$ cat src/rtl/tdp_pkg.sv
`default_nettype none

package tdp_pkg;

  localparam int unsigned VALUE_BITS = 32;
  localparam int unsigned MAG_BITS   = VALUE_BITS - 1;
  localparam int unsigned CNT_BITS   = $clog2(MAG_BITS);

  typedef logic [MAG_BITS-1:0] mag_t;
  typedef logic [CNT_BITS-1:0] cnt_t;

  typedef struct packed {
    logic busy;
    logic done;
  } div_status_t;

endpackage

`default_nettype wire

$ cat src/rtl/tdp_serial_div.sv
`default_nettype none

module tdp_serial_div (
  input  wire logic                 clk_i,
  input  wire logic                 rst_ni,
  input  wire logic                 start_i,
  input  wire tdp_pkg::mag_t        dividend_i,
  input  wire tdp_pkg::mag_t        divisor_i,
  output tdp_pkg::div_status_t      status_o,
  output tdp_pkg::mag_t             quotient_o,
  output tdp_pkg::mag_t             remainder_o
);

  logic                busy_q;
  logic                done_q;
  tdp_pkg::cnt_t       cnt_q;
  tdp_pkg::mag_t       rem_q;
  tdp_pkg::mag_t       quo_q;
  tdp_pkg::mag_t       dvs_q;
  logic [tdp_pkg::MAG_BITS:0] trial;

  assign trial = {rem_q, quo_q[tdp_pkg::MAG_BITS-1]} - {1'b0, dvs_q};

  always_ff @(posedge clk_i or negedge rst_ni) begin
    if (!rst_ni) begin
      busy_q <= 1'b0;
      done_q <= 1'b0;
      cnt_q  <= '0;
    end else begin
      done_q <= 1'b0;
      if (start_i) begin
        busy_q <= 1'b1;
        cnt_q  <= '0;
      end else if (busy_q) begin
        cnt_q <= cnt_q + tdp_pkg::cnt_t'(1);
        if (cnt_q == tdp_pkg::cnt_t'(tdp_pkg::MAG_BITS - 1)) begin
          busy_q <= 1'b0;
          done_q <= 1'b1;
        end
      end
    end
  end

  // One quotient bit per cycle; the dividend shifts out as quotient bits shift in.
  always_ff @(posedge clk_i) begin
    if (start_i) begin
      rem_q <= '0;
      quo_q <= dividend_i;
      dvs_q <= divisor_i;
    end else if (busy_q) begin
      if (!trial[tdp_pkg::MAG_BITS]) begin
        rem_q <= trial[tdp_pkg::MAG_BITS-1:0];
        quo_q <= {quo_q[tdp_pkg::MAG_BITS-2:0], 1'b1};
      end else begin
        rem_q <= {rem_q[tdp_pkg::MAG_BITS-2:0], quo_q[tdp_pkg::MAG_BITS-1]};
        quo_q <= {quo_q[tdp_pkg::MAG_BITS-2:0], 1'b0};
      end
    end
  end

  assign status_o.busy = busy_q;
  assign status_o.done = done_q;
  assign quotient_o    = quo_q;
  assign remainder_o   = rem_q;

endmodule

`default_nettype wire

$ cat src/rtl/trial_division_prime_test_unit.sv
`default_nettype none

// Trial-division primality test. Each input beat carries one signed candidate and
// produces one output beat whose flag is 1 when the candidate is prime. Negative
// values, zero and one are answered directly, without the divider. Otherwise divisors
// 2, 3, 4 and so on go through a bit-serial restoring divider, each with a load, one
// shift-subtract step per magnitude bit and a decision, and the search stops at the
// first exact divisor or once the divisor exceeds the quotient. One candidate is
// worked on at a time; a finished result sits in the output register while the next
// candidate is accepted.
module trial_division_prime_test_unit (
  input  wire logic                                clk_i,
  input  wire logic                                rst_ni,
  input  wire logic                                in_valid_i,
  output logic                                     in_stall_o,
  input  wire logic signed [tdp_pkg::VALUE_BITS-1:0] candidate_i,
  output logic                                     out_valid_o,
  input  wire logic                                out_stall_i,
  output logic                                     prime_flag_o
);

  typedef enum logic [1:0] {
    S_IDLE,
    S_DIV,
    S_HOLD
  } state_e;

  state_e               st_q;
  logic                 start_q;
  logic                 res_q;
  logic                 out_valid_q;
  logic                 prime_flag_q;
  tdp_pkg::mag_t        v_q;
  tdp_pkg::mag_t        d_q;
  tdp_pkg::div_status_t div_stat;
  tdp_pkg::mag_t        quo;
  tdp_pkg::mag_t        rem;
  logic                 out_take;

  tdp_serial_div u_div (
    .clk_i       (clk_i),
    .rst_ni      (rst_ni),
    .start_i     (start_q),
    .dividend_i  (v_q),
    .divisor_i   (d_q),
    .status_o    (div_stat),
    .quotient_o  (quo),
    .remainder_o (rem)
  );

  assign out_take = out_valid_q && !out_stall_i;

  always_ff @(posedge clk_i or negedge rst_ni) begin
    if (!rst_ni) begin
      st_q         <= S_IDLE;
      start_q      <= 1'b0;
      res_q        <= 1'b0;
      out_valid_q  <= 1'b0;
      prime_flag_q <= 1'b0;
      v_q          <= '0;
      d_q          <= '0;
    end else begin
      start_q <= 1'b0;
      if (out_take && (st_q != S_HOLD)) begin
        out_valid_q <= 1'b0;
      end
      case (st_q)
        S_IDLE: begin
          if (in_valid_i) begin
            if (candidate_i[tdp_pkg::VALUE_BITS-1] ||
                (candidate_i[tdp_pkg::MAG_BITS-1:0] < tdp_pkg::mag_t'(2))) begin
              res_q <= 1'b0;
              st_q  <= S_HOLD;
            end else begin
              v_q     <= candidate_i[tdp_pkg::MAG_BITS-1:0];
              d_q     <= tdp_pkg::mag_t'(2);
              start_q <= 1'b1;
              st_q    <= S_DIV;
            end
          end
        end
        S_DIV: begin
          if (div_stat.done) begin
            if (d_q > quo) begin
              res_q <= 1'b1;
              st_q  <= S_HOLD;
            end else if (rem == '0) begin
              res_q <= 1'b0;
              st_q  <= S_HOLD;
            end else begin
              d_q     <= d_q + tdp_pkg::mag_t'(1);
              start_q <= 1'b1;
            end
          end
        end
        S_HOLD: begin
          if (!out_valid_q || !out_stall_i) begin
            out_valid_q  <= 1'b1;
            prime_flag_q <= res_q;
            st_q         <= S_IDLE;
          end
        end
        default: begin
          st_q <= S_IDLE;
        end
      endcase
    end
  end

  assign in_stall_o   = (st_q != S_IDLE);
  assign out_valid_o  = out_valid_q;
  assign prime_flag_o = prime_flag_q;

  a_start_busy: assert property (@(posedge clk_i) disable iff (!rst_ni)
    start_q |=> div_stat.busy)
    else $error("divider did not start");

  a_idle_quiet: assert property (@(posedge clk_i) disable iff (!rst_ni)
    (st_q == S_IDLE) |-> (!div_stat.busy && !start_q))
    else $error("divider active while idle");

  a_out_from_hold: assert property (@(posedge clk_i) disable iff (!rst_ni)
    $rose(out_valid_q) |-> $past(st_q == S_HOLD))
    else $error("result beat without a finished test");

  a_divisor_floor: assert property (@(posedge clk_i) disable iff (!rst_ni)
    (st_q == S_DIV) |-> (d_q >= tdp_pkg::mag_t'(2)))
    else $error("divisor below two");

endmodule

`default_nettype wire

$ cat config.mk
export PLATFORM = sky130hd
export DESIGN_NAME = trial_division_prime_test_unit
export DESIGN_NICKNAME = d
export VERILOG_FILES = /design/src/rtl/tdp_pkg.sv /design/src/rtl/tdp_serial_div.sv /design/src/rtl/trial_division_prime_test_unit.sv
export SDC_FILE = /design/constraint.sdc
export NUM_CORES = 1
export LEC_CHECK = 0
export BUFFER_PORTS_ARGS = -buffer_cell sky130_fd_sc_hd__buf_4
export CORE_UTILIZATION = 40
export CTS_CLUSTER_DIAMETER = 80
export DETAILED_ROUTE_END_ITERATION = 10
export SKIP_LAST_GASP = 1
export SYNTH_ARGS = -nofsm -noshare
export SYNTH_HDL_FRONTEND = slang
export SYNTH_SLANG_ARGS = --single-unit
$ cat constraint.sdc
create_clock -name clk_i -period 6.35 [get_ports clk_i]
set_clock_uncertainty 0.2 [all_clocks]
set_input_delay 1.27 -clock clk_i [delete_from_list [all_inputs] [get_ports clk_i]]
set_output_delay 1.27 -clock clk_i [all_outputs]
set_load 0.01 [all_outputs]
==> results.yml <==
logic_synthesis:
  seq_area_frac_synth_pct: 45.1
  async_reset_ff_share_pct: 44.6
  syn_area_sq_um: 9670
  synthDistinctLibCells: 65
  synth_top_flop_cell: "dfrtp_1"
  ys_ff_latch: 168
  syn_avg_cell_area_sq_um: 8.90
  syn_inst: 1086
  yosysWarnings: 0
  synth_nets: 1188
  synth-edff-count: 62
drt:
  via_per_inst: 5.37
  routed_wl_um: 22700
  first_iter_violations: 417
  ant_nets: 0
  vias: 7709
  wl_per_cell_um: 15.8
  dr.pass1.iters: 5
  drc: 0
sta:
  slew_headroom_pct: 24.4
  grt_setup_unrepaired: "no"
  period_needed_ns: 3.67
  finalHoldViolations: 0
  setup_violations: 0
  setup_ws_ns: 2.68
  fin_crit_sh_pct: 57.8
  slew_violations: 0
  worstMarginPinSlew_ns: 1.13
  setup_tns_ns: 0
  fmax_mhz: 272
critical_path:
  arrival_ns: 3.81
  required_ns: 6.48
  path_cells: "inv_1, ha_1, fa_1, nand2b_1, a21oi_1, o21ai_0, a2111oi_1, o21ai_0, xnor2_1, nand2_1, a311oi_1"
  cpMaxStageDelayCell: "a2111oi_1"
  crit_path_frequent_cell: "o21ai_0"
  critPathMaxStageDelay_ns: 0.83
  worstPathMaxFanout: 4
  cp_top_family: "compound AO/OA/AOI/OAI gates"
  end_kind: "flip-flop"
  crit_type: "flip-flop to flip-flop"
  crit_path_start_kind: "flip-flop"
  worstPathBufferInverterCount: 1
cells_and_area:
  diodes: 0
  drive_gt1_share_pct: 8.77
  final_common_cell: "nand2_1"
  multiInputGateArea_sq_um: 4820
  fin_area_sq_um: 10800
  final_cell_mix: "nand2_1 (221), inv_1 (80), dfrtp_1 (73)"
  num-fill-cells: 2360
  nets: 1206
  syn2layout_area_growth_pct: 11.8
  register_area_sq_um: 4360
place:
  placed_cell_area_sq_um: 10200
  io_buffers: 38
  post-place-ws_ns: 2.31
  gp_congestion: 0.898
  hpwl_um: 16500
power:
  p_sw_share_pct: 43.0
  power_switching_w: 0.00247
  intPower_w: 0.00327
  p_seq_share_pct: 36.7
  p_clk_share_pct: 17.5
  power.total_w: 0.00575
  power.density_nw_per_um2: 532
  power_frac_comb_pct: 45.8
  ir_drop_v: 0.000209
  p_leak_nw: 4.71
floorplan:
  die_area_sq_um: 24800
  row_count: 56
  die_w_um: 157
  core-area_sq_um: 23600
  die_h_um: 157
  start_util_pct: 40.9
  ios: 39
min_path:
  hold_class: "flip-flop to flip-flop"
global_routing:
  grt_max_degree: 72
  grt_antenna_before_repair: 0
  grt_pass1_wl_um: 37800
  grt_overflow: 0
  grt_pass1_vias: 7367
  grt.total_usage_pct: 19.6
clocking:
  cts_sinks: 168
  cts_tree: "done"
  post-cts-setup-buffer-count: 0
  htreeDepth: 4
  cts_made_buffers: 17
  cts_hold_buf: 0
  cts_resized: 0
  clkLatencyLatePin_ns: 0.43
  cts_root_buf: "clkbuf_16"
  cts_buffer_depth: 2
  path_clk_slew_ns: 0.07
job:
  maxCapViolCount: 0
run_status:
  status: "finished clean"
[synthesized netlist by cell type (25+ instances only)]
cell      number  area, sq um
nor4_1        26          163
clkbuf_1      31          116
edfxtp_1      62         1860
dfxtp_1       31          621
nor2_1        64          240
ha_1          65          813
nand4_1       25          156
a21oi_1       68          340
nand2_1      221          830
o21ai_0       63          315
inv_1         80          300
dfrtp_1       75         1880
[cell type report]
class | instances | share of cell area, %
clock buffers | 19 | 4.10
inverters | 81 | 2.81
repair buffers | 46 | 3.20
clock inverters | 13 | 1.19
well taps | 319 | 3.69
flip-flops and latches | 168 | 40.4
multi-input cells | 790 | 44.6
[power by group through the flow]
stage,Combinational (W),Sequential [W],Clock [W]
after floorplan,0.00213,0.00192,0
after global placement,0.00258,0.00212,0
after detailed placement,0.00262,0.00213,0
after CTS,0.00265,0.00210,0.00103
after global routing,0.00303,0.00218,0.00107
final,0.00264,0.00211,0.00100
[path summary, 6_finish.rpt]
path / from / end / slack, ns / depth (start not counted)
worst max-delay path: u_div.quotient_o[30] / u_div.remainder_o[30] / 2.68 / 11
worst min-delay path: v_q[3] / v_q[3] / 0.28 / 2
worst max register to register: u_div.quotient_o[30] / u_div.remainder_o[30] / 2.68 / 11
worst min register to register: v_q[3] / v_q[3] / 0.28 / 2
max in group asynchronous: rst_ni / start_q / 4.31 / 2
min in group asynchronous: rst_ni / v_q[28] / 0.42 / 1
[kinds of logic (layout without fill, tap and decap cells)]
| group | after synthesis | in the layout | synth area share (%) |
|---|---|---|---|
| compound gates | 256 | 256 | 17.0 |
| xor+xnor | 29 | 29 | 2.63 |
| buf+inv | 128 | 159 | 5.19 |
| mux | 11 | 11 | 1.18 |
| simple gates | 428 | 428 | 20.3 |
| fa+ha+maj | 66 | 66 | 8.62 |
| flops | 168 | 168 | 45.1 |
[per-layer routing]
metal	vias to the layer above	GRT usage, %	routed length (um)
li1	3907	-	-
met3	19	3.33	794
met4	0	4.85	248
met5	-	0	0
met2	159	31.4	10400
met1	3624	27.5	11200
[worst register-to-register path, delay by kind of cell, from the launching register on]
family                     cells  cell delay [ns]
AOI/OAI and AO/OA              5             1.84
adders and majority gates      2             0.65
DFF                            1             0.32
and+or+nand+nor                2             0.26
xor gates and xnor gates       1             0.20
buffers and inverters          1             0.11
[flip-flops by register name (all words and copies together), names as in the netlist]
name,cells
prime_flag_o,1
u_div.quotient_o,31
res_q,1
u_div.remainder_o,31
u_div.cnt_q,5
d_q,31
u_div.done_q,1
out_valid_o,1
u_div.dvs_q,31
start_q,1
v_q,31
st_q,2
u_div.busy_q,1
[metrics by stage]
stage                     cells  util [%]  hold WS, ns
after floorplan            1086         -        0.240
after global placement     1404      43.3        0.259
after detailed placement   1404      43.3        0.263
after CTS                  1436      45.8        0.282
after global routing       1436      45.8        0.306
final                      1436      45.8        0.278
Note: power is estimated with default switching activity, not from simulation.
